[config.mk]
export PLATFORM = sky130hd
export DESIGN_NAME = pdd_prep
export DESIGN_NICKNAME = d
export VERILOG_FILES = /design/src/hw/rtl/point_direction_degrees_top_macros.svh /design/src/hw/rtl/pdd_pkg.sv /design/src/hw/rtl/pdd_prep.sv
export SDC_FILE = /design/constraint.sdc
export NUM_CORES = 1
export LEC_CHECK = 0
export BUFFER_PORTS_ARGS = -buffer_cell sky130_fd_sc_hd__buf_2
export CAP_MARGIN = 20
export CORE_UTILIZATION = 35
export CTS_CLUSTER_SIZE = 14
export DETAILED_ROUTE_END_ITERATION = 6
export GPL_TIMING_DRIVEN = 0
export SYNTH_ARGS = -nofsm -noshare
export SYNTH_HDL_FRONTEND = slang
export SYNTH_SLANG_ARGS = --single-unit
[constraint.sdc]
create_clock -name clk -period 1.7 [get_ports clk]
set_input_delay 0.17 -clock clk [delete_from_list [all_inputs] [get_ports clk]]
set_output_delay 0.17 -clock clk [all_outputs]
set_load 0.01 [all_outputs]
[src/hw/rtl/point_direction_degrees_top_macros.svh]
// Assertion macros shared by the point direction RTL.
`ifndef POINT_DIRECTION_DEGREES_TOP_MACROS_SVH
`define POINT_DIRECTION_DEGREES_TOP_MACROS_SVH

// Same-cycle implication, sampled on clk, off while arst_n is low.
`define PDD_ASSERT_NOW(lbl, ant, cons, msg) \
	lbl: assert property (@(posedge clk) disable iff (!arst_n) (ant) |-> (cons)) \
		else $error(msg);

// Next-cycle implication, sampled on clk, off while arst_n is low.
`define PDD_ASSERT_NEXT(lbl, ant, cons, msg) \
	lbl: assert property (@(posedge clk) disable iff (!arst_n) (ant) |=> (cons)) \
		else $error(msg);

`endif

[src/hw/rtl/pdd_pkg.sv]
// Shared types, constants and the arctangent table for the point direction pipeline.
package pdd_pkg;

	localparam int COORD_WIDTH_DEF = 16;
	localparam int ANGLE_FRAC_DEF  = 8;

	localparam int CORDIC_STAGES = 28;
	localparam int CORDIC_XW     = 64;  // x/y datapath, values stay below 2^62
	localparam int CORDIC_ZW     = 33;  // signed angle accumulator, Q24 degrees
	localparam int CORDIC_PRE    = 60;  // operands are aligned to this many bits
	localparam int DEG_Q         = 24;
	localparam int ANG_W         = 33;  // unsigned Q24 angle, below 360 degrees

	localparam logic [63:0] RAD_TO_DEG_Q26 = 64'd3845054675;

	localparam logic [ANG_W-1:0] ANG_90  = ANG_W'(90)  << DEG_Q;
	localparam logic [ANG_W-1:0] ANG_180 = ANG_W'(180) << DEG_Q;
	localparam logic [ANG_W-1:0] ANG_270 = ANG_W'(270) << DEG_Q;
	localparam logic [ANG_W-1:0] ANG_360 = ANG_W'(360) << DEG_Q;

	// How the final angle is formed from the CORDIC result t.
	typedef enum logic [2:0] {
		PL_ZERO,
		PL_90,
		PL_180,
		PL_270,
		PL_T,
		PL_180_MINUS_T,
		PL_180_PLUS_T,
		PL_360_MINUS_T
	} place_e;

	typedef struct packed {
		logic   valid;
		place_e place;
	} tag_t;

	typedef logic signed [CORDIC_ZW-1:0] atan_tbl_t [CORDIC_STAGES];

	// Shift-subtract quotient, only used while building the table.
	function automatic longint unsigned div_shift_sub(longint unsigned num,
			longint unsigned den);
		longint unsigned q;
		longint unsigned r;
		q = 0;
		r = 0;
		for (int b = 63; b >= 0; b--) begin
			r = {r[62:0], num[b]};
			if (r >= den) begin
				r    = r - den;
				q[b] = 1'b1;
			end
		end
		return q;
	endfunction

	// atan(2^-i) in Q24 degrees; series in Q60, rounded to Q30, scaled by 180/pi.
	function automatic atan_tbl_t atan_tbl_build();
		atan_tbl_t           tbl;
		longint              sum;
		longint              term;
		longint unsigned     r30;
		longint unsigned     d56;
		int                  sh;
		int                  i;
		int                  k;
		for (i = 0; i < CORDIC_STAGES; i++) begin
			if (i == 0) begin
				tbl[i] = CORDIC_ZW'(longint'(45) << DEG_Q);
			end else begin
				sum = 0;
				for (k = 0; k < 30; k++) begin
					sh = i * (2 * k + 1);
					if (sh < 60) begin
						term = longint'(div_shift_sub(64'd1 << (60 - sh), 64'(2 * k + 1)));
						if ((k & 1) != 0) begin
							sum = sum - term;
						end else begin
							sum = sum + term;
						end
					end
				end
				r30    = (longint'(sum) + (longint'(1) << 29)) >> 30;
				d56    = r30 * RAD_TO_DEG_Q26;
				tbl[i] = CORDIC_ZW'((d56 + (64'd1 << 31)) >> 32);
			end
		end
		return tbl;
	endfunction

	localparam atan_tbl_t ATAN_TBL = atan_tbl_build();

endpackage

[src/hw/rtl/pdd_prep.sv]
// Front stage: coordinate differences, magnitudes and angle placement code.
module pdd_prep import pdd_pkg::*; #(
	parameter int COORD_WIDTH = COORD_WIDTH_DEF
) (
	input  logic                           clk,
	input  logic                           arst_n,
	input  logic                           en,
	input  logic                           in_valid,
	input  logic signed [COORD_WIDTH-1:0]  from_x,
	input  logic signed [COORD_WIDTH-1:0]  from_y,
	input  logic signed [COORD_WIDTH-1:0]  to_x,
	input  logic signed [COORD_WIDTH-1:0]  to_y,
	output logic signed [CORDIC_XW-1:0]    x_out,
	output logic signed [CORDIC_XW-1:0]    y_out,
	output tag_t                           tag_out
);

	localparam int GS = CORDIC_PRE - COORD_WIDTH;

	logic signed [COORD_WIDTH:0]   dx;
	logic signed [COORD_WIDTH:0]   dy;
	logic        [COORD_WIDTH:0]   dx_mag;
	logic        [COORD_WIDTH:0]   dy_mag;
	logic signed [CORDIC_XW-1:0]   x0;
	logic signed [CORDIC_XW-1:0]   y0;
	place_e                        place;

	logic                          vld_s1;
	logic signed [CORDIC_XW-1:0]   x_s1;
	logic signed [CORDIC_XW-1:0]   y_s1;
	place_e                        place_s1;

	always_comb begin
		dx     = {from_x[COORD_WIDTH-1], from_x} - {to_x[COORD_WIDTH-1], to_x};
		dy     = {from_y[COORD_WIDTH-1], from_y} - {to_y[COORD_WIDTH-1], to_y};
		dx_mag = dx[COORD_WIDTH] ? (~dx + 1'b1) : dx;
		dy_mag = dy[COORD_WIDTH] ? (~dy + 1'b1) : dy;
		x0     = CORDIC_XW'({dx_mag[COORD_WIDTH-1:0], {GS{1'b0}}});
		y0     = CORDIC_XW'({dy_mag[COORD_WIDTH-1:0], {GS{1'b0}}});

		if (dx == '0 && dy == '0) begin
			place = PL_ZERO;
		end else if (dx == '0) begin
			place = dy[COORD_WIDTH] ? PL_270 : PL_90;
		end else if (dy == '0) begin
			place = dx[COORD_WIDTH] ? PL_ZERO : PL_180;
		end else if (dx[COORD_WIDTH] && !dy[COORD_WIDTH]) begin
			place = PL_T;
		end else if (!dx[COORD_WIDTH] && !dy[COORD_WIDTH]) begin
			place = PL_180_MINUS_T;
		end else if (!dx[COORD_WIDTH]) begin
			place = PL_180_PLUS_T;
		end else begin
			place = PL_360_MINUS_T;
		end
	end

	always_ff @(posedge clk or negedge arst_n) begin
		if (!arst_n) begin
			vld_s1 <= 1'b0;
		end else if (en) begin
			vld_s1 <= in_valid;
		end
	end

	always_ff @(posedge clk) begin
		if (en) begin
			x_s1     <= x0;
			y_s1     <= y0;
			place_s1 <= place;
		end
	end

	assign x_out   = x_s1;
	assign y_out   = y_s1;
	assign tag_out = '{valid: vld_s1, place: place_s1};

endmodule

# Word-level counts from Yosys, hierarchy flattened
# Cells that the tools add are included.
classes:
  n_addsub: 4
  muxes: 9
  n_bitwise: 2
  n_reduce_logical: 7
ops:
  columns: ["cell", "count"]
  rows:
  - ["logical NOT 17 bit", 2]
  - ["subtractor 16 x 16 -> 17 bit", 2]
  - ["adder 16 x 1 -> 16 bit, second input constant", 2]
  - ["2-to-1 mux 16 bit", 2]
  - ["NOT 16 bit", 2]
  - ["2-to-1 mux 2 bit", 4]
  - ["2-to-1 mux 3 bit", 2]
  - ["logical AND 1 bit", 3]
  - ["logical NOT 1 bit", 2]
  - ["2-to-1 mux 1 bit", 1]
totals:
  register_bits: 36
  output_inout_bits: 132
  wordCells: 26

# Longest topological paths before layout
depth:
  depth_word: 7
  depth_mapped: 12
  ltp_nobuf: 11

# Worst setup path after synthesis
# No wires, ideal clock.
synth_timing:
  kind: "input to register"
  start: "input port from_y[0]"
  end: "register y_s1[58] (netlist: y_out[58]) (data pin)"
  setup_time_ps: 263
  t_arrival_ps: 2659
  required_ps: 1437
  slack_ps: -1221
  path_stages: 11
  path_cell_list: "inv_1 -> ha_1 -> fa_1 -> nand2b_1 -> a211oi_2 -> nor2_1 -> xnor2_1 -> or4_4 -> or2_1 -> o41ai_2 -> xnor2_1"
synth_via:
  elab_chain_cells: 4
synth_rtl:
  columns: ["item", "line", "text"]
  rows:
  - ["from (decl)", "pdd_prep.sv:10", "input logic signed [COORD_WIDTH-1:0] from_y,"]
  - ["subtractor 16 x 16 -> 17 bit (*)", "pdd_prep.sv:35", "dy = {from_y[COORD_WIDTH-1], from_y} - {to_y[COORD_WIDTH-1], to_y};"]
  - ["NOT 16 bit", "pdd_prep.sv:37", "dy_mag = dy[COORD_WIDTH] ? (~dy + 1'b1) : dy;"]
  - ["adder 16 x 1 -> 16 bit", "pdd_prep.sv:37", null]
  - ["2-to-1 mux 16 bit (*)", "pdd_prep.sv:37", null]
  - ["named net dy_mag[14]", "pdd_prep.sv:23", "logic [COORD_WIDTH:0] dy_mag;"]
  - ["to (signal assigned)", "pdd_prep.sv:69", "y_s1 <= y0;"]
  - ["to (decl)", "pdd_prep.sv:30", "logic signed [CORDIC_XW-1:0] y_s1;"]
# The timed path passes the listed nets; every way through them passes the cells marked *.
# A chain may end at the register's enable or synchronous reset.

# Final worst setup path
layout_timing:
  start: "input port from_y[0]"
  end: "register y_s1[59] (netlist: y_out[59]) (data pin)"
# Same word-level chain as after synthesis.

==> metrics <==
Worst Tran Pin Value 796 ps; Worst Path Max Fanout 5; Max-cap violations 0; Yosys top cell by area edfxtp_1; Crit path required time 1710 ps; initial antenna violation count 0; die area approximately 13000 um^2; final period utilization 160%; Period minus WS final 2730 ps; grt ovf 0; Clk pin slew, worst setup/hold paths roughly 60 ps; number of CTS-inserted buffers 5; setup slack after layout -1030 ps; Seq/Total Area, Yosys 23.8%; Slew HR 46.9%; syn avg cell area a little under 9 um^2; Slowest Stage Delay on Critical Path ~470 ps; Area Growth Syn to Fin 52.6%; IO Port Bufs 103; VDD IR max around 0.38 mV; EDFF count, synth 35; global-route wire length before repair 17300 um; highest routed metal layer met4; Sw Share 37.2%; synthesized cell area 4530 um^2; share of synthesized flip-flops with an asynchronous set or reset ~2.8%; FP Rows slightly above 40; Placed Cells 890; via count 4148; logic gate share of total power roughly 55%; Tot GR Track Use 16.0%; drt pass-1 iters 6; Worst setup SP type input port; Max H-tree Level 2; top cell type's share of synthesized area 23.2%; share of cells above drive strength 1 48.4%; Design Area, Final between 6000 and 7000 um^2; Synth Register Bits 36; Most used DFF post-synth edfxtp_1; DRC viols 0; drt wl/cell 12.3 um; fmax 367 MHz; Die X 116 um; DIE HEIGHT about 120 um; Layout Nets 865; Slowest-stage cell, CP o41a_1; Total Wirelength 11500 um; Antenna Nets Post-Route 0; Clk pwr share approximately 18%; detailed placement HPWL 9000 um; area of the core roughly 13000 um^2; DP Area between 5000 and 6000 um^2; total leakage power 3.33 nW; crit path kind in -> reg; # clock sinks 36; clock latency on the worst-skew pair around 270 ps; Final Hold Fails 0; WL met3 812 um; met2 wire len 5570 um; Cell Chain, Critical Path buf_12 > inv_12 > ha_4 > fa_2 > nand2b_4 > a211oi_4 > buf_6 > o211ai_4 > a21boi_1 > nor2_1 > nand4_1 > o41a_1 > xor2_1; CTS tree yes; commonest cells after routing, fill and taps aside 126 x buf_4, 99 x buf_2, 96 x conb_1; wl on met1 4990 um; CP endpoint kind register; Flop pwr share 27.1%; internal power about 0.0030 W; number of global-route vias before repair ~3900; fin. max-slew vios 0; hold slack around 130 ps; Worst Clk Skew 0 ps; violated checks setup timing; power per cell area 690 nW/um^2; CTS root buf clkbuf_16; Synthesis Warnings 0; # diodes 0; hold crit path type in -> reg; Yosys cell types between 80 and 90; maximum clock path buffer count 2; FF/Latch Area 1080 um^2; Initial DRC Count 135; Post-Synthesis Cells 520; area occupied by multi-input gates about 3600 um^2; Vias/cell 4.45; Worst EP arrival ~2700 ps; R2R Setup Slk 970 ps; IO Count 200; unrepaired setup endpoints after global routing true; most common cell after layout, fill and taps aside buf_4; synth top area cells edfxtp_1 23%, buf_4 16%, ha_1 9.9%; largest net degree at the start of global routing 37; # setup viols final 33; routability cong. 0.787; FILL cells approximately 1200; initial core utilization 35.9%; Psw 0.00178 W; Non-Filler Instances around 930; status finished, violations left
[power by group through the flow]
stage / logic, W / registers [W] / clock network (W)
6_report: 0.00262 / 0.00129 / 0.000862
3_5_place_dp: 0.00212 / 0.00131 / 0
5_1_grt: 0.00284 / 0.00131 / 0.000902
4_1_cts: 0.00242 / 0.00129 / 0.000873
3_3_place_gp: 0.00207 / 0.00131 / 0
2_1_floorplan: 0.00149 / 0.00140 / 0
[cell families after synthesis]
logic type                 synth area share, %
buffers and inverters                     21.3
and+or+nand+nor                           14.8
AOI/OAI and AO/OA                         19.4
xor gates and xnor gates                  9.28
adders and majority gates                 10.8
DFF                                       23.8
muxes                                    0.470
other                                   0.0828
[per-stage QoR]
step | TNS [ps] | power, W | util (%) | worst slack, ps
2_1_floorplan | -25860 | 0.00289 | - | -974
3_3_place_gp | -38460 | 0.00338 | 47.0 | -1450
3_5_place_dp | -39730 | 0.00343 | 47.0 | -1490
6_report | -26830 | 0.00477 | 54.8 | -1030
4_1_cts | -25450 | 0.00459 | 52.5 | -1010
5_1_grt | -29600 | 0.00505 | 54.8 | -1130
[critical path, delay by kind of cell]
kind	cells	cell delay, ps
AO/OA/AOI/OAI	4	1070
AND/OR/NAND/NOR	3	600
adder cells (fa/ha/maj)	2	490
buffers and inverters	3	270
XOR/XNOR	1	150
[metal layers]
layer / track usage (%) / vias up
met5: 0 / -
li1: - / 2118
met1: 19.8 / 1873
met2: 29.1 / 149
met4: 2.56 / 0
met3: 3.03 / 8
[layout make-up]
class                   count  share of cell area [%]
flip-flops and latches     36                    15.6
plain buffers             103                    11.7
inverters                  48                    2.97
repair buffers            140                    12.7
clock buffers               6                    1.86
well taps                 172                    3.11
clock inverters             2                   0.163
multi-input cells         425                    51.9
[synth_stat cells (3+ instances only)]
master,count
clkbuf_1,5
a31oi_1,5
nor4_1,3
edfxtp_1,35
nor3b_1,3
nand4_1,4
nand2_1,29
ha_1,36
nand2b_1,7
nor2_1,37
and3_1,3
inv_1,48
o211ai_1,3
nor3_1,6
a21o_1,12
o311ai_1,3
o22ai_1,3
o21ai_0,19
a211oi_1,3
buf_4,97
xor2_1,20
xnor2_1,28
a41oi_1,3
a21oi_1,26
nor2b_1,4
nand3_1,5
[sequential cells by signal, indices dropped and copies added, names as in the netlist]
name      cells
place_s1      3
vld_s1        1
x_out        16
y_out        16
[path summary, 6_finish.rpt]
path / from / cells past startpoint / to
worst max-delay path: from_y[0] / 13 / y_out[59]
worst min-delay path: in_valid / 2 / vld_s1
worst max register to register: vld_s1 / 1 / vld_s1
worst min register to register: vld_s1 / 1 / vld_s1
max in group asynchronous: arst_n / 2 / vld_s1
min in group asynchronous: arst_n / 2 / vld_s1
[repair_timing]
item,in CTS,in global routing
hold buffers,1,0
pin swaps,43,23
setup endpoints to repair,33,33
resized for setup,61,49
cloned,2,0
hold endpoints to repair,1,0
setup buffers,26,8
(Power assumes the default switching activity.)
