$ cat src/hw/rtl/point_direction_degrees_top_macros.svh
// Assertion macros shared by the point direction RTL.
`ifndef POINT_DIRECTION_DEGREES_TOP_MACROS_SVH
`define POINT_DIRECTION_DEGREES_TOP_MACROS_SVH

// Same-cycle implication, sampled on clk, off while arst_n is low.
`define PDD_ASSERT_NOW(lbl, ant, cons, msg) \
	lbl: assert property (@(posedge clk) disable iff (!arst_n) (ant) |-> (cons)) \
		else $error(msg);

// Next-cycle implication, sampled on clk, off while arst_n is low.
`define PDD_ASSERT_NEXT(lbl, ant, cons, msg) \
	lbl: assert property (@(posedge clk) disable iff (!arst_n) (ant) |=> (cons)) \
		else $error(msg);

`endif

$ cat src/hw/rtl/pdd_pkg.sv
// Shared types, constants and the arctangent table for the point direction pipeline.
package pdd_pkg;

	localparam int COORD_WIDTH_DEF = 16;
	localparam int ANGLE_FRAC_DEF  = 8;

	localparam int CORDIC_STAGES = 28;
	localparam int CORDIC_XW     = 64;  // x/y datapath, values stay below 2^62
	localparam int CORDIC_ZW     = 33;  // signed angle accumulator, Q24 degrees
	localparam int CORDIC_PRE    = 60;  // operands are aligned to this many bits
	localparam int DEG_Q         = 24;
	localparam int ANG_W         = 33;  // unsigned Q24 angle, below 360 degrees

	localparam logic [63:0] RAD_TO_DEG_Q26 = 64'd3845054675;

	localparam logic [ANG_W-1:0] ANG_90  = ANG_W'(90)  << DEG_Q;
	localparam logic [ANG_W-1:0] ANG_180 = ANG_W'(180) << DEG_Q;
	localparam logic [ANG_W-1:0] ANG_270 = ANG_W'(270) << DEG_Q;
	localparam logic [ANG_W-1:0] ANG_360 = ANG_W'(360) << DEG_Q;

	// How the final angle is formed from the CORDIC result t.
	typedef enum logic [2:0] {
		PL_ZERO,
		PL_90,
		PL_180,
		PL_270,
		PL_T,
		PL_180_MINUS_T,
		PL_180_PLUS_T,
		PL_360_MINUS_T
	} place_e;

	typedef struct packed {
		logic   valid;
		place_e place;
	} tag_t;

	typedef logic signed [CORDIC_ZW-1:0] atan_tbl_t [CORDIC_STAGES];

	// Shift-subtract quotient, only used while building the table.
	function automatic longint unsigned div_shift_sub(longint unsigned num,
			longint unsigned den);
		longint unsigned q;
		longint unsigned r;
		q = 0;
		r = 0;
		for (int b = 63; b >= 0; b--) begin
			r = {r[62:0], num[b]};
			if (r >= den) begin
				r    = r - den;
				q[b] = 1'b1;
			end
		end
		return q;
	endfunction

	// atan(2^-i) in Q24 degrees; series in Q60, rounded to Q30, scaled by 180/pi.
	function automatic atan_tbl_t atan_tbl_build();
		atan_tbl_t           tbl;
		longint              sum;
		longint              term;
		longint unsigned     r30;
		longint unsigned     d56;
		int                  sh;
		int                  i;
		int                  k;
		for (i = 0; i < CORDIC_STAGES; i++) begin
			if (i == 0) begin
				tbl[i] = CORDIC_ZW'(longint'(45) << DEG_Q);
			end else begin
				sum = 0;
				for (k = 0; k < 30; k++) begin
					sh = i * (2 * k + 1);
					if (sh < 60) begin
						term = longint'(div_shift_sub(64'd1 << (60 - sh), 64'(2 * k + 1)));
						if ((k & 1) != 0) begin
							sum = sum - term;
						end else begin
							sum = sum + term;
						end
					end
				end
				r30    = (longint'(sum) + (longint'(1) << 29)) >> 30;
				d56    = r30 * RAD_TO_DEG_Q26;
				tbl[i] = CORDIC_ZW'((d56 + (64'd1 << 31)) >> 32);
			end
		end
		return tbl;
	endfunction

	localparam atan_tbl_t ATAN_TBL = atan_tbl_build();

endpackage

$ cat src/hw/rtl/pdd_post.sv
// Back end: clamp, quadrant placement, rounding and the output register.
`include "point_direction_degrees_top_macros.svh"

module pdd_post import pdd_pkg::*; #(
	parameter int ANGLE_FRAC_BITS = ANGLE_FRAC_DEF
) (
	input  logic                            clk,
	input  logic                            arst_n,
	input  logic signed [CORDIC_ZW-1:0]     z_in,
	input  tag_t                            tag_in,
	output logic                            en,
	output logic                            out_valid,
	input  logic                            out_ready,
	output logic [8+ANGLE_FRAC_BITS:0]      angle_deg
);

	localparam int OUT_W = 9 + ANGLE_FRAC_BITS;
	localparam int RSH   = DEG_Q - ANGLE_FRAC_BITS;
	localparam logic [ANG_W:0]     ROUND_ADD = (ANG_W + 1)'(1) << (RSH - 1);
	localparam logic [OUT_W-1:0]   FULL      = OUT_W'(360 << ANGLE_FRAC_BITS);
	localparam logic [OUT_W-1:0]   OUT_90    = OUT_W'(90 << ANGLE_FRAC_BITS);

	logic [ANG_W-1:0]    t_clamp;
	logic [ANG_W-1:0]    ang;
	logic [ANG_W:0]      ang_rnd;
	logic [OUT_W-1:0]    res;

	logic                vld_s30;
	place_e              place_s30;
	logic [ANG_W-1:0]    ang_s30;
	logic                vld_s31;
	logic [OUT_W-1:0]    angle_s31;

	assign en = !vld_s31 || out_ready;

	always_comb begin
		if (z_in[CORDIC_ZW-1]) begin
			t_clamp = '0;
		end else if (z_in > $signed({1'b0, ANG_90[CORDIC_ZW-2:0]})) begin
			t_clamp = ANG_90;
		end else begin
			t_clamp = ANG_W'(z_in);
		end

		unique case (tag_in.place)
			PL_ZERO:        ang = '0;
			PL_90:          ang = ANG_90;
			PL_180:         ang = ANG_180;
			PL_270:         ang = ANG_270;
			PL_T:           ang = t_clamp;
			PL_180_MINUS_T: ang = ANG_180 - t_clamp;
			PL_180_PLUS_T:  ang = ANG_180 + t_clamp;
			PL_360_MINUS_T: ang = ANG_360 - t_clamp;
			default:        ang = '0;
		endcase
	end

	always_comb begin
		ang_rnd = {1'b0, ang_s30} + ROUND_ADD;
		res     = OUT_W'(ang_rnd >> RSH);
		if (res >= FULL) begin
			res = '0;
		end
	end

	always_ff @(posedge clk or negedge arst_n) begin
		if (!arst_n) begin
			vld_s30 <= 1'b0;
			vld_s31 <= 1'b0;
		end else if (en) begin
			vld_s30 <= tag_in.valid;
			vld_s31 <= vld_s30;
		end
	end

	always_ff @(posedge clk) begin
		if (en) begin
			place_s30 <= tag_in.place;
			ang_s30   <= ang;
			angle_s31 <= res;
		end
	end

	assign out_valid = vld_s31;
	assign angle_deg = angle_s31;

	`PDD_ASSERT_NOW(a_out_range, vld_s31, angle_s31 < FULL, "angle not below full circle")
	`PDD_ASSERT_NEXT(a_axis_90, en && vld_s30 && place_s30 == PL_90, angle_s31 == OUT_90, "axis angle not 90")
	`PDD_ASSERT_NEXT(a_axis_0, en && vld_s30 && place_s30 == PL_ZERO, angle_s31 == '0, "zero angle not 0")

endmodule

$ cat config.mk
export PLATFORM = sky130hd
export DESIGN_NAME = pdd_post
export DESIGN_NICKNAME = d
export VERILOG_FILES = /design/src/hw/rtl/pdd_pkg.sv /design/src/hw/rtl/pdd_post.sv
export VERILOG_INCLUDE_DIRS = /design/src /design/src/hw/rtl
export SDC_FILE = /design/constraint.sdc
export NUM_CORES = 1
export LEC_CHECK = 0
export ABC_AREA = 1
export BUFFER_PORTS_ARGS = -buffer_cell sky130_fd_sc_hd__buf_4
export CORE_MARGIN = 1.5
export CORE_UTILIZATION = 55
export CTS_CLUSTER_DIAMETER = 120
export CTS_CLUSTER_SIZE = 24
export DETAILED_ROUTE_END_ITERATION = 7
export PLACE_DENSITY = 0.79
export SETUP_SLACK_MARGIN = 0.4
export SLEW_MARGIN = 20
export SYNTH_ARGS = -nofsm -noshare
export SYNTH_HDL_FRONTEND = slang
export SYNTH_SLANG_ARGS = --single-unit
$ cat constraint.sdc
create_clock -name clk -period 3.9 [get_ports clk]
set_input_delay 0.195 -clock clk [delete_from_list [all_inputs] [get_ports clk]]
set_output_delay 0.195 -clock clk [all_outputs]
set_load 0.02 [all_outputs]
# --- Word level (Yosys, flattened, before mapping) ---
# Cells that the tools add are included.
word_totals:
  mem_bits_rw: 0
  latch_bits: 0
  mem_bits_ro: 0
  reg_bits: 52
  inputBits: 40
  mem_count: 0
  wordCells: 23
op_classes:
  addsub: 4
  n_mul: 0
  n_eq_ne: 7
  n_mux: 3
  n_bitwise: 0
  n_shift: 0
  reduce_logical: 3
  div_mod_pow: 0
  n_lt_le_gt_ge: 2
ops:
  columns: ["operator", "n"]
  rows:
  - ["$pmux 33 s8", 1]
  - ["$add 32x33->33 const A", 1]
  - ["$add 33x16->33 const B", 1]
  - ["$gt 33x32->1 const B", 1]
  - ["$mux 33", 1]
  - ["$sub 32x33->33 const A", 1]
  - ["$sub 33x33->33 const A", 1]
  - ["$mux 32", 1]
  - ["$ge 17x17->1 const B", 1]
  - ["$eq 3x3->1 const B", 4]
  - ["$eq 3x2->1 const B", 2]
  - ["$eq 3x1->1 const B", 1]
  - ["$logic_not 3->1", 1]
  - ["$logic_not 1->1", 1]
  - ["$logic_or 1x1->1", 1]

# --- Logic depth before layout (Yosys ltp) ---
# Gate-level depths: netlist (run 1).
logic_depth:
  ltp_word: 5
  depth_mapped: 22
  depth_no_buf: 21

# --- Least setup slack after synthesis (run 1) ---
# Ideal clock, no wire load.
synth_path:
  kind: "in2reg"
  start: "input port z_in[32]"
  end: "register ang_s30[30] (data pin)"
  path_buffers: 2
  slack_ns: 1.507
  required_ns: 3.646
  cell_stages: 14
  arrival_ns: 2.139
  setup_time_ns: 0.254
  path_cell_list: "buf_4 > nor3_1 > a21oi_1 > nand2_2 > buf_2 > inv_2 > a21oi_1 > ha_1 > a21oi_1 > nor2_1 > nor3_1 > nand3_1 > nand3_1 > nand2_1"
synth_via:
  elab_chain_len: 5
  elab_cells_between_ends: 7
synth_lines:
  columns: ["element", "line", "text"]
  rows:
  - ["from (decl)", "pdd_post.sv:9", "input logic signed [CORDIC_ZW-1:0] z_in,"]
  - ["$gt 33x32->1", "pdd_post.sv:39", "end else if (z_in > $signed({1'b0, ANG_90[CORDIC_ZW-2:0]})) begin"]
  - ["$mux 32", "pdd_post.sv:39", null]
  - ["$mux 33 (*)", "pdd_post.sv:37", "if (z_in[CORDIC_ZW-1]) begin"]
  - ["$sub 33x33->33, or another cell as far along", "pdd_post.sv:53", "PL_360_MINUS_T: ang = ANG_360 - t_clamp;"]
  - ["$pmux 33 s8 (*)", "pdd_post.sv:45", "unique case (tag_in.place)"]
  - ["net ang[30]", "pdd_post.sv:24", "logic [ANG_W-1:0] ang;"]
  - ["to (signal assigned)", "pdd_post.sv:79", "ang_s30 <= ang;"]
  - ["to (decl)", "pdd_post.sv:30", "logic [ANG_W-1:0] ang_s30;"]
# Mark *: on every way through the listed nets, which the timed path passes. The rest lies on a longest branch.
# A chain may end at the register's enable or synchronous reset.

# --- Worst setup path in the final report (run 1) ---
# Same ends and word-level chain as after synthesis.

==> impl_results.md, run 1 <==
* Reg-to-Reg End: angle_deg[10]
* Int Power at 0.799 mW
* Final net count at 581
* First DRT Iteration DRCs at 125
* WP data arrival at 2.50 ns
* Grt total ovfl at 0
* CTS tree: done
* RSZ-0062 raised after global routing: false
* Final std cells w/o fill at 606
* Post-synth cell types at 37
* Critical-path cell list: buf_4, inv_6, o21ai_2, a21oi_1, nand2_2, nand2_1, nor2_1, inv_1, ha_1, a21oi_1, nor2_1, nor3_1, nand3_1, nand3_1, nand2_1
* Pwr dens at 317 mW/mm^2
* Fin Setup TNS at 0 ns
* Max clock buf depth at 2
* Final worst-path cycle share at 0.636
* FP Rows at 27
* Drt total wl at 7190 microns
* Dpl cells at 598
* Synth Net Count at 522
* Drt drc at 0
* Setup Buffers After CTS at 0
* Vias in the first global route at 2799
* Final min period at 2.48 ns
* Comb pwr share at 0.347
* Slowest stage delay, CP at 0.30 ns
* I/O Buffers at 58
* First-pass detailed-route iteration total at 4
* Max Clk Rate at 403 MHz
* Post-synthesis cell count at 475
* Inserted Clock Buffers at 5
* Crit-path slowest cell: a21oi_1
* Fin area at 0.00379 sq mm
* Ys Warns at 0
* Clock root cell: clkbuf_8
* Vias at 3137
* Top post-synthesis cells by area: edfxtp_1, nand2_1, nor2_1, nand3_1, inv_1
* Synth Area per Inst at 6.78 sq um
* Die Span Y at 79.5 microns
* Inserted Diodes at 0
* Initial antenna violation count at 0
* Yosys top cell area share at 0.326
* Routed length per instance at 11.9 microns
* Syn Std Cell Area at 0.00322 sq mm
* Final setup viols at 0
* Dpl hpwl at 5940 microns
* Data required, critical path at 3.92 ns
* Crit Path Max Fanout at 27
* CTS Hold Bufs at 1
* Worst-case reg-to-reg path depth at 13
* Max-slew headroom at 0.531
* Largest net degree at the start of global routing at 40
* Initial core utilization at 0.578
* Pre-CTS WS at 1.18 ns
* CP Class: primary input to flop
* Total die area at 0.00632 sq mm
* Worst Setup Start Kind: primary input
* Core ar. at 0.00557 sq mm
* IO Pins at 59
* Worst-path clk slew at 0.06 ns
* Worst min path class: primary input to flop
* Hold path startpoint: tag_in[3]
* H-tree Lvls at 2
* Synthesized flop and latch total at 37
* Reg2reg start: ang_s30[15]
* Clk Latency, worst-skew pair at 0.28 ns
* Sequential element share of the synthesized area at 0.342
* Net Sw Power at 0.404 mW
* Clock power frac at 0.194
* Clk sink count at 37
* Global-route wire length before repair at 11800 microns
* Area post-placement at 0.00370 sq mm
* Die width at 79.5 microns
* DR vias/cell at 5.18
* WHS at 0.127 ns
* Sw frac at 0.336
* Hold depth at 3
* Max-cap check violation count at 0
* Synthesis-to-layout area growth at 17.8%
* Status: completed
* CP endpoint kind: flop
* Largest area contributor in the netlist: edfxtp_1
* Clock Skew at 0.00639 ns
* Reg2Reg Setup Slack at 1.51 ns
* Tot GR Track Use at 0.237
* Hold Path End: vld_s30
* Final Hold Fails at 0
* Final GP Congestion at 1.01
* Sequential share of power at 0.458
* Worst Max-Slew Pin Slew at 0.699 ns
* Post-cts sizing count at 0
* Setup ws final at 1.42 ns
* Worst VDD drop at 254 uV
* Pins Over Slew Limit at 0
* Leak at 1.81 nW
* Share of cells above drive strength 1 at 0.178
* Final ANT Viol Nets at 0
-- Yosys cell counts, drive strengths merged --
master   count
nand2      123
nor2        83
inv         72
nand3       55
edfxtp      35
o21ai       25
a21oi       16
buf          9
nor3         8
xor2         8
ha           7
xnor2        6
o31ai        5
nand4        4
o211ai       4
o41ai        4
dfrtp        2
o21bai       2
o22ai        2
a221oi       1
conb         1
nand3b       1
o2111ai      1
or2          1
-- logic make-up (layout without fill, tap and decap cells) --
kind of cell | count (synthesis) | after routing | share of synthesized area
AND/OR/NAND/NOR | 275 | 275 | 0.375
buffers and inverters | 81 | 140 | 0.103
AO/OA/AOI/OAI | 60 | 60 | 0.114
flip-flops | 37 | 37 | 0.342
XOR/XNOR | 14 | 14 | 0.0381
adder cells (fa/ha/maj) | 7 | 7 | 0.0272
other | 1 | 1 | 0.00116
-- layout by cell type (no fill, tap or decap), types with 2 or more instances in the layout --
cell	instances
dfrtp_1	2
nand2_2	4
o21bai_1	2
nand4_1	3
o22ai_1	2
nor3_1	8
a21oi_1	15
nor2_4	3
clkbuf_8	5
o31ai_1	5
nand2_1	119
o21ai_0	21
xnor2_1	6
o21ai_1	3
o41ai_1	4
inv_2	5
nor2_1	70
nand3_2	3
inv_1	66
xor2_1	8
nor2_2	10
ha_1	7
edfxtp_1	35
nand3_1	52
o211ai_1	4
buf_4	60
-- layout make-up --
class,instances,area [sq um]
inverter,72,275
timing repair buffer,61,460
clock inverter,1,3.75
multi-input combinational,357,1790
sequential,37,1100
clock buffer,6,72.6
tap,72,90.1
fill,511,1780
-- metal layers --
metal	wire, microns	GRT usage	part of all wire
met1	3110	0.276	0.43
met2	3540	0.442	0.49
met3	438	0.0343	0.061
met4	106	0.0754	0.015
met5	0	0	0
-- power groups by stage --
stage / Clock [mW] / Combinational [mW] / Sequential (mW)
4_1_cts: 0.239 / 0.418 / 0.553
3_3_place_gp: 0 / 0.410 / 0.558
3_5_place_dp: 0 / 0.416 / 0.560
5_1_grt: 0.255 / 0.465 / 0.558
6_report: 0.234 / 0.418 / 0.551
2_1_floorplan: 0 / 0.235 / 0.605
-- worst max-delay path: cells and delay by family --
kind                       cells  cell delay, ns
and+or+nand+nor                8            1.13
AOI/OAI and AO/OA              3            0.51
adders and majority gates      1            0.22
buffers and inverters          3            0.46
-- sequential cells by signal, indices dropped and copies added, names as in the netlist --
name,cells
ang_s30,18
angle_deg,17
out_valid,1
vld_s30,1
-- worst max path at each step --
stage	start	endpoint	slack [ns]
floorplan	z_in[32]	ang_s30[30]	1.51
global placement	z_in[15]	ang_s30[30]	1.19
detailed placement	z_in[14]	ang_s30[30]	1.18
CTS	z_in[14]	ang_s30[30]	1.47
global route	z_in[23]	ang_s30[30]	1.10
finish	z_in[32]	ang_s30[30]	1.42
-- through the flow --
step | power [mW] | utilization
floorplan | 0.839 | -
global placement | 0.967 | 0.665
detailed placement | 0.976 | 0.665
CTS | 1.21 | 0.680
global route | 1.28 | 0.680
finish | 1.20 | 0.680
(Power assumes the default switching activity.)
==> run 2: changes to the inputs <==
Clock period 3.9 ns to 2.6 ns, I/O delays scaled along.
==> run 2 against run 1 <==
Net effect:
- critical path type is now flop to flop
- utilization is 7.0 points higher
- clock-buffer cell count stayed put
- worst hold slack worse by 0.035 ns
- sequential power is 53% higher
- sequential share of layout area is 2.7 points lower
- final cell count is 3.1% higher
==> impl_results.md, run 2 (synthesis gave the netlist of run 1 again) <==
* Die Span Y at 79.5 microns
* Status: completed
* Final Hold Fails at 0
* RSZ-0062 raised after global routing: true
* Vias in the first global route at 2963
* Pins Over Slew Limit at 0
* Drt total wl at 8270 microns
* CP endpoint kind: flop
* # fillers at 417
* Inserted Diodes at 0
* First-pass detailed-route iteration total at 6
* Drt drc at 0
* I/O Buffers at 58
* Clock Skew at 0.00660 ns
* Max-cap check violation count at 0
* Max-slew headroom at 0.392
* Final setup viols at 0
* Clock root cell: clkbuf_8
* Worst min path class: primary input to flop
* Final min period at 2.23 ns
* Most common cell after layout, fill and taps aside: nand2_1
* Fin Setup TNS at 0 ns
* Final net count at 599
* Routed length per instance at 13.2 microns
* Global-route wire length before repair at 12700 microns
* Fin area at 0.00418 sq mm
* Largest net degree at the start of global routing at 40
* Initial antenna violation count at 0
* Share of cells above drive strength 1 at 0.273
* Max clock buf depth at 2
* Pwr dens at 485 mW/mm^2
* Synthesis-to-layout area growth at 29.9%
* Area post-placement at 0.00376 sq mm
* Initial core utilization at 0.578
* Tot GR Track Use at 0.251
* Max Clk Rate at 448 MHz
* Most flops, register: ang_s30
* First DRT Iteration DRCs at 173
* Worst VDD drop at 345 uV
* Crit Path Max Fanout at 8
* Final std cells w/o fill at 625
* H-tree Lvls at 2
* Leak at 1.93 nW
* Final ANT Viol Nets at 0
* Worst-path clk slew at 0.07 ns
* Clk Latency, worst-skew pair at 0.28 ns
* Data required, critical path at 2.64 ns
* Final GP Congestion at 1.08
* Core ar. at 0.00557 sq mm
* Setup ws final at 0.367 ns
* Vias at 3375
* Worst Setup Start Kind: flop
* CP Class: flop to flop
* Max reg flops at 18
* Die width at 79.5 microns
* Grt total ovfl at 0
* Dpl cells at 603
* IO Pins at 59
* Inserted Clock Buffers at 5
* Reg2Reg Setup Slack at 0.37 ns
* Tot Pwr at 2.03 mW
* Pre-CTS WS at 0.138 ns
* Total die area at 0.00632 sq mm
* CTS tree: done
* Final worst-path cycle share at 0.859
* DR vias/cell at 5.40
* FP Rows at 27
* WP data arrival at 2.27 ns
* Most frequent cells in the layout: nand2_1, buf_4, nor2_1, inv_1, nand3_1
* Clk sink count at 37
* Worst Max-Slew Pin Slew at 0.905 ns
* Dpl hpwl at 6010 microns
[run 2: repair_timing]
item | 4_1_cts | 5_1_grt
pin swaps | 0 | 24
gates cloned | 0 | 1
hold buffers | 1 | 0
gates resized for setup | 6 | 45
setup endpoints to repair | 17 | 28
endpoints found under the hold margin | 2 | 0
buffers inserted | 0 | 12
[run 2: through the flow]
step                hold slack, ns   util
floorplan                   -0.166      -
global placement           -0.0870  0.674
detailed placement         -0.0862  0.674
CTS                         0.0650  0.699
global route                 0.105  0.750
finish                      0.0921  0.750
[run 2: final cells by class]
cell class / instances / area, sq um / area share
Multi-Input combinational cell: 357 / 1970 / 0.472
Sequential cell: 37 / 1100 / 0.263
Timing Repair Buffer: 79 / 633 / 0.151
Inverter: 72 / 278 / 0.0664
Tap cell: 72 / 90.1 / 0.0215
Clock buffer: 6 / 72.6 / 0.0174
Clock inverter: 2 / 33.8 / 0.00808
[run 2: path summary, 6_finish.rpt]
check / from / to / cells after the start
min in group asynchronous: arst_n / vld_s30 / 2
worst min-delay path: tag_in[3] / vld_s30 / 3
worst max register to register: ang_s30[16] / angle_deg[1] / 14
worst min register to register: vld_s30 / out_valid / 2
worst max-delay path: ang_s30[16] / angle_deg[1] / 14
max in group asynchronous: arst_n / out_valid / 2
[run 2: power breakdown]
| part | total [mW] | switching, mW | internal [mW] |
|---|---|---|---|
| clock network | 0.462 | 0.179 | 0.283 |
| logic | 0.726 | 0.428 | 0.298 |
| registers | 0.841 | 0.0637 | 0.778 |
| total | 2.03 | 0.671 | 1.36 |
[run 2: routing by layer]
| layer | wire [microns] | track usage | vias up |
|---|---|---|---|
| met5 | 0 | 0 | - |
| met4 | 243 | 0.105 | 0 |
| met3 | 461 | 0.0320 | 30 |
| met2 | 4240 | 0.452 | 120 |
| met1 | 3320 | 0.299 | 1521 |
| li1 | - | - | 1704 |
[run 2: worst max-delay path, cell delays in order (launching register included)]
cell and delay (ns):
edfxtp_1 0.41, ha_4 0.17, nand3_4 0.09, inv_2 0.07
nand2_2 0.06, inv_2 0.08, nand4_4 0.08, nor2_4 0.14
nand2_2 0.07, xor2_2 0.15, nor2_1 0.11, nand2_1 0.10
a21oi_4 0.22, clkbuf_16 0.20, nor2_1 0.04
==> run 3: changes to the inputs <==
Settings changed: CORE_MARGIN 1.5 to 4.
==> run 3 against run 2 <==
Net effect:
- die area increased by 13%
- first-iteration DRC count increased by 110%
- worst setup slack got worse by 0.21 ns
- worst hold slack improved by 0.034 ns
- clock power decreased by 13%
- final area increased by 3.5%
- sequential cell count unchanged
- maximum frequency decreased by 8.7%
- register-to-register slack got worse by 0.21 ns
- final cell count increased by 2.2%
- utilization increased by 2.1 points
- sequential power increased by 1%
- critical endpoint is now angle_deg[10]
==> impl_results.md, run 3 (synthesis gave the netlist of run 1 again) <==
* Initial core utilization at 0.574
* Most flops, register: ang_s30
* Clk Latency, worst-skew pair at 0.29 ns
* Most common cell on crit path: nand3_4
* H-tree Lvls at 2
* Pins Over Slew Limit at 0
* Global-route wire length before repair at 14500 microns
* Final Hold Fails at 0
* Inserted Diodes at 0
* Clock Skew at 0.00473 ns
* Util after Layout at 0.772
* Worst VDD drop at 361 uV
* Fin area at 0.00433 sq mm
* Area taken by multi-input logic gates at 0.00202 sq mm
* Max-cap check violation count at 0
* Status: completed
* Pwr dens at 475 mW/mm^2
* I/O Buffers at 58
* Hold path startpoint: tag_in[3]
* Worst-case reg-to-reg path depth at 12
* Tot GR Track Use at 0.249
* Dpl hpwl at 6460 microns
* Worst Max-Slew Pin Slew at 0.788 ns
* Register area at 0.00110 sq mm
* Crit-path slowest cell: edfxtp_1
* Max-slew headroom at 0.471
* Most common cell after layout, fill and taps aside: nand2_1
* Final GP Congestion at 0.956
* Hold Path End: vld_s30
* Largest net degree at the start of global routing at 40
* WP data arrival at 2.48 ns
* Final min period at 2.45 ns
* Clk sink count at 37
* Reg2Reg Setup Slack at 0.15 ns
* Leak at 1.98 nW
* Crit Path Max Fanout at 8
* CP endpoint kind: flop
* Final setup viols at 0
* Final worst-path cycle share at 0.941
* CP Class: flop to flop
* Core ar. at 0.00561 sq mm
* Final net count at 613
* Hold depth at 3
* Worst min path class: primary input to flop
* Max Clk Rate at 409 MHz
* CTS tree: done
* Critical-path cell list: buf_4, nand3_4, nor2_4, nand3_4, nor2_4, nand3_4, nor3_1, xnor2_1, a21oi_4, buf_6, buf_12, a21oi_1
* Inserted Clock Buffers at 5
* Vias at 3616
* Reg2reg start: ang_s30[15]
* DR vias/cell at 5.66
* Die Span Y at 84.5 microns
* Routed length per instance at 15.2 microns
* Synthesis-to-layout area growth at 34.4%
* Vias in the first global route at 3277
* Initial antenna violation count at 0
* Die width at 84.5 microns
* Area post-placement at 0.00380 sq mm
* Share of cells above drive strength 1 at 0.339
* Max reg flops at 18
* Worst Setup Start Kind: flop
* Data required, critical path at 2.63 ns
* Worst-path clk slew at 0.07 ns
* Slowest stage delay, CP at 0.41 ns
* Total die area at 0.00714 sq mm
* Grt total ovfl at 0
* Drt drc at 0
* Most frequent cells in the layout: nand2_1, buf_4, nor2_1, nand3_1, inv_1
* IO Pins at 59
* FP Rows at 27
* First DRT Iteration DRCs at 370
* Reg-to-Reg End: angle_deg[10]
* Final ANT Viol Nets at 0
* Clock root cell: clkbuf_8
* Drt total wl at 9710 microns
* Max clock buf depth at 2
* RSZ-0062 raised after global routing: true
* # fillers at 418
* First-pass detailed-route iteration total at 5
[run 3: cell types whose count changed in the layout (fill, tap and decap cells not counted), moves of 3 or more]
cell and delta:
nand2_1 -3, nand2_2 +3, nor2_1 -9, nor2_2 +7
inv_1 -14, inv_2 +13, buf_4 +13
[run 3: power breakdown]
part	switching [mW]	internal, mW	leakage, nW
logic	0.470	0.333	1.54
registers	0.0711	0.778	0.393
clock network	0.188	0.216	0.0455
total	0.730	1.33	1.98
[run 3: critical path, delay by kind of cell (launching register included)]
kind / cells / cell delay [ns]
AO/OA/AOI/OAI: 2 / 0.22
AND/OR/NAND/NOR: 6 / 0.92
flip-flops: 1 / 0.41
buffers and inverters: 3 / 0.41
XOR/XNOR: 1 / 0.20
[run 3: layout make-up]
cell class,count,area share
Clock buffer,8,0.0208
Inverter,72,0.0648
Multi-Input combinational cell,357,0.468
Sequential cell,37,0.254
Tap cell,72,0.0208
Timing Repair Buffer,93,0.171
[run 3: worst max path at each step]
stage / startpoint / endpoint / slack [ns] / cells after the start
after floorplan: z_in[26] / ang_s30[30] / 0.39 / 18
after global placement: z_in[15] / ang_s30[30] / 0.13 / 18
after detailed placement: z_in[15] / ang_s30[30] / 0.11 / 18
after CTS: ang_s30[16] / angle_deg[1] / 0.38 / 15
after global routing: ang_s30[15] / angle_deg[10] / -0.002 / 14
final: ang_s30[15] / angle_deg[10] / 0.15 / 12
[run 3: routing by layer]
metal  up-vias  GRT usage  share of wire
li1       1734          -              -
met1      1651      0.276           0.38
met2       193      0.461           0.51
met3        38     0.0383          0.075
met4         0      0.121          0.035
met5         -          0              0
[run 3: what timing repair did]
action                                  in CTS  in global routing
pin swaps                                    6                 34
endpoints found under the setup margin      17                 24
gates resized for setup                     13                 70
buffers inserted                             8                 12
hold endpoints to repair                     2                  0
hold buffers                                 1                  0
gates cloned                                 1                  0
[run 3: per-stage QoR]
step / std cells / hold slack [ns] / power [mW] / setup TNS (ns) / setup slack, ns
floorplan: 475 / -0.166 / 1.26 / 0 / 0.393
CTS: 627 / 0.0942 / 1.93 / 0 / 0.382
finish: 639 / 0.126 / 2.06 / 0 / 0.154
detailed placement: 609 / -0.0843 / 1.50 / 0 / 0.109
global route: 639 / 0.126 / 2.17 / -0.00151 / -0.00151
global placement: 609 / -0.0863 / 1.47 / 0 / 0.127
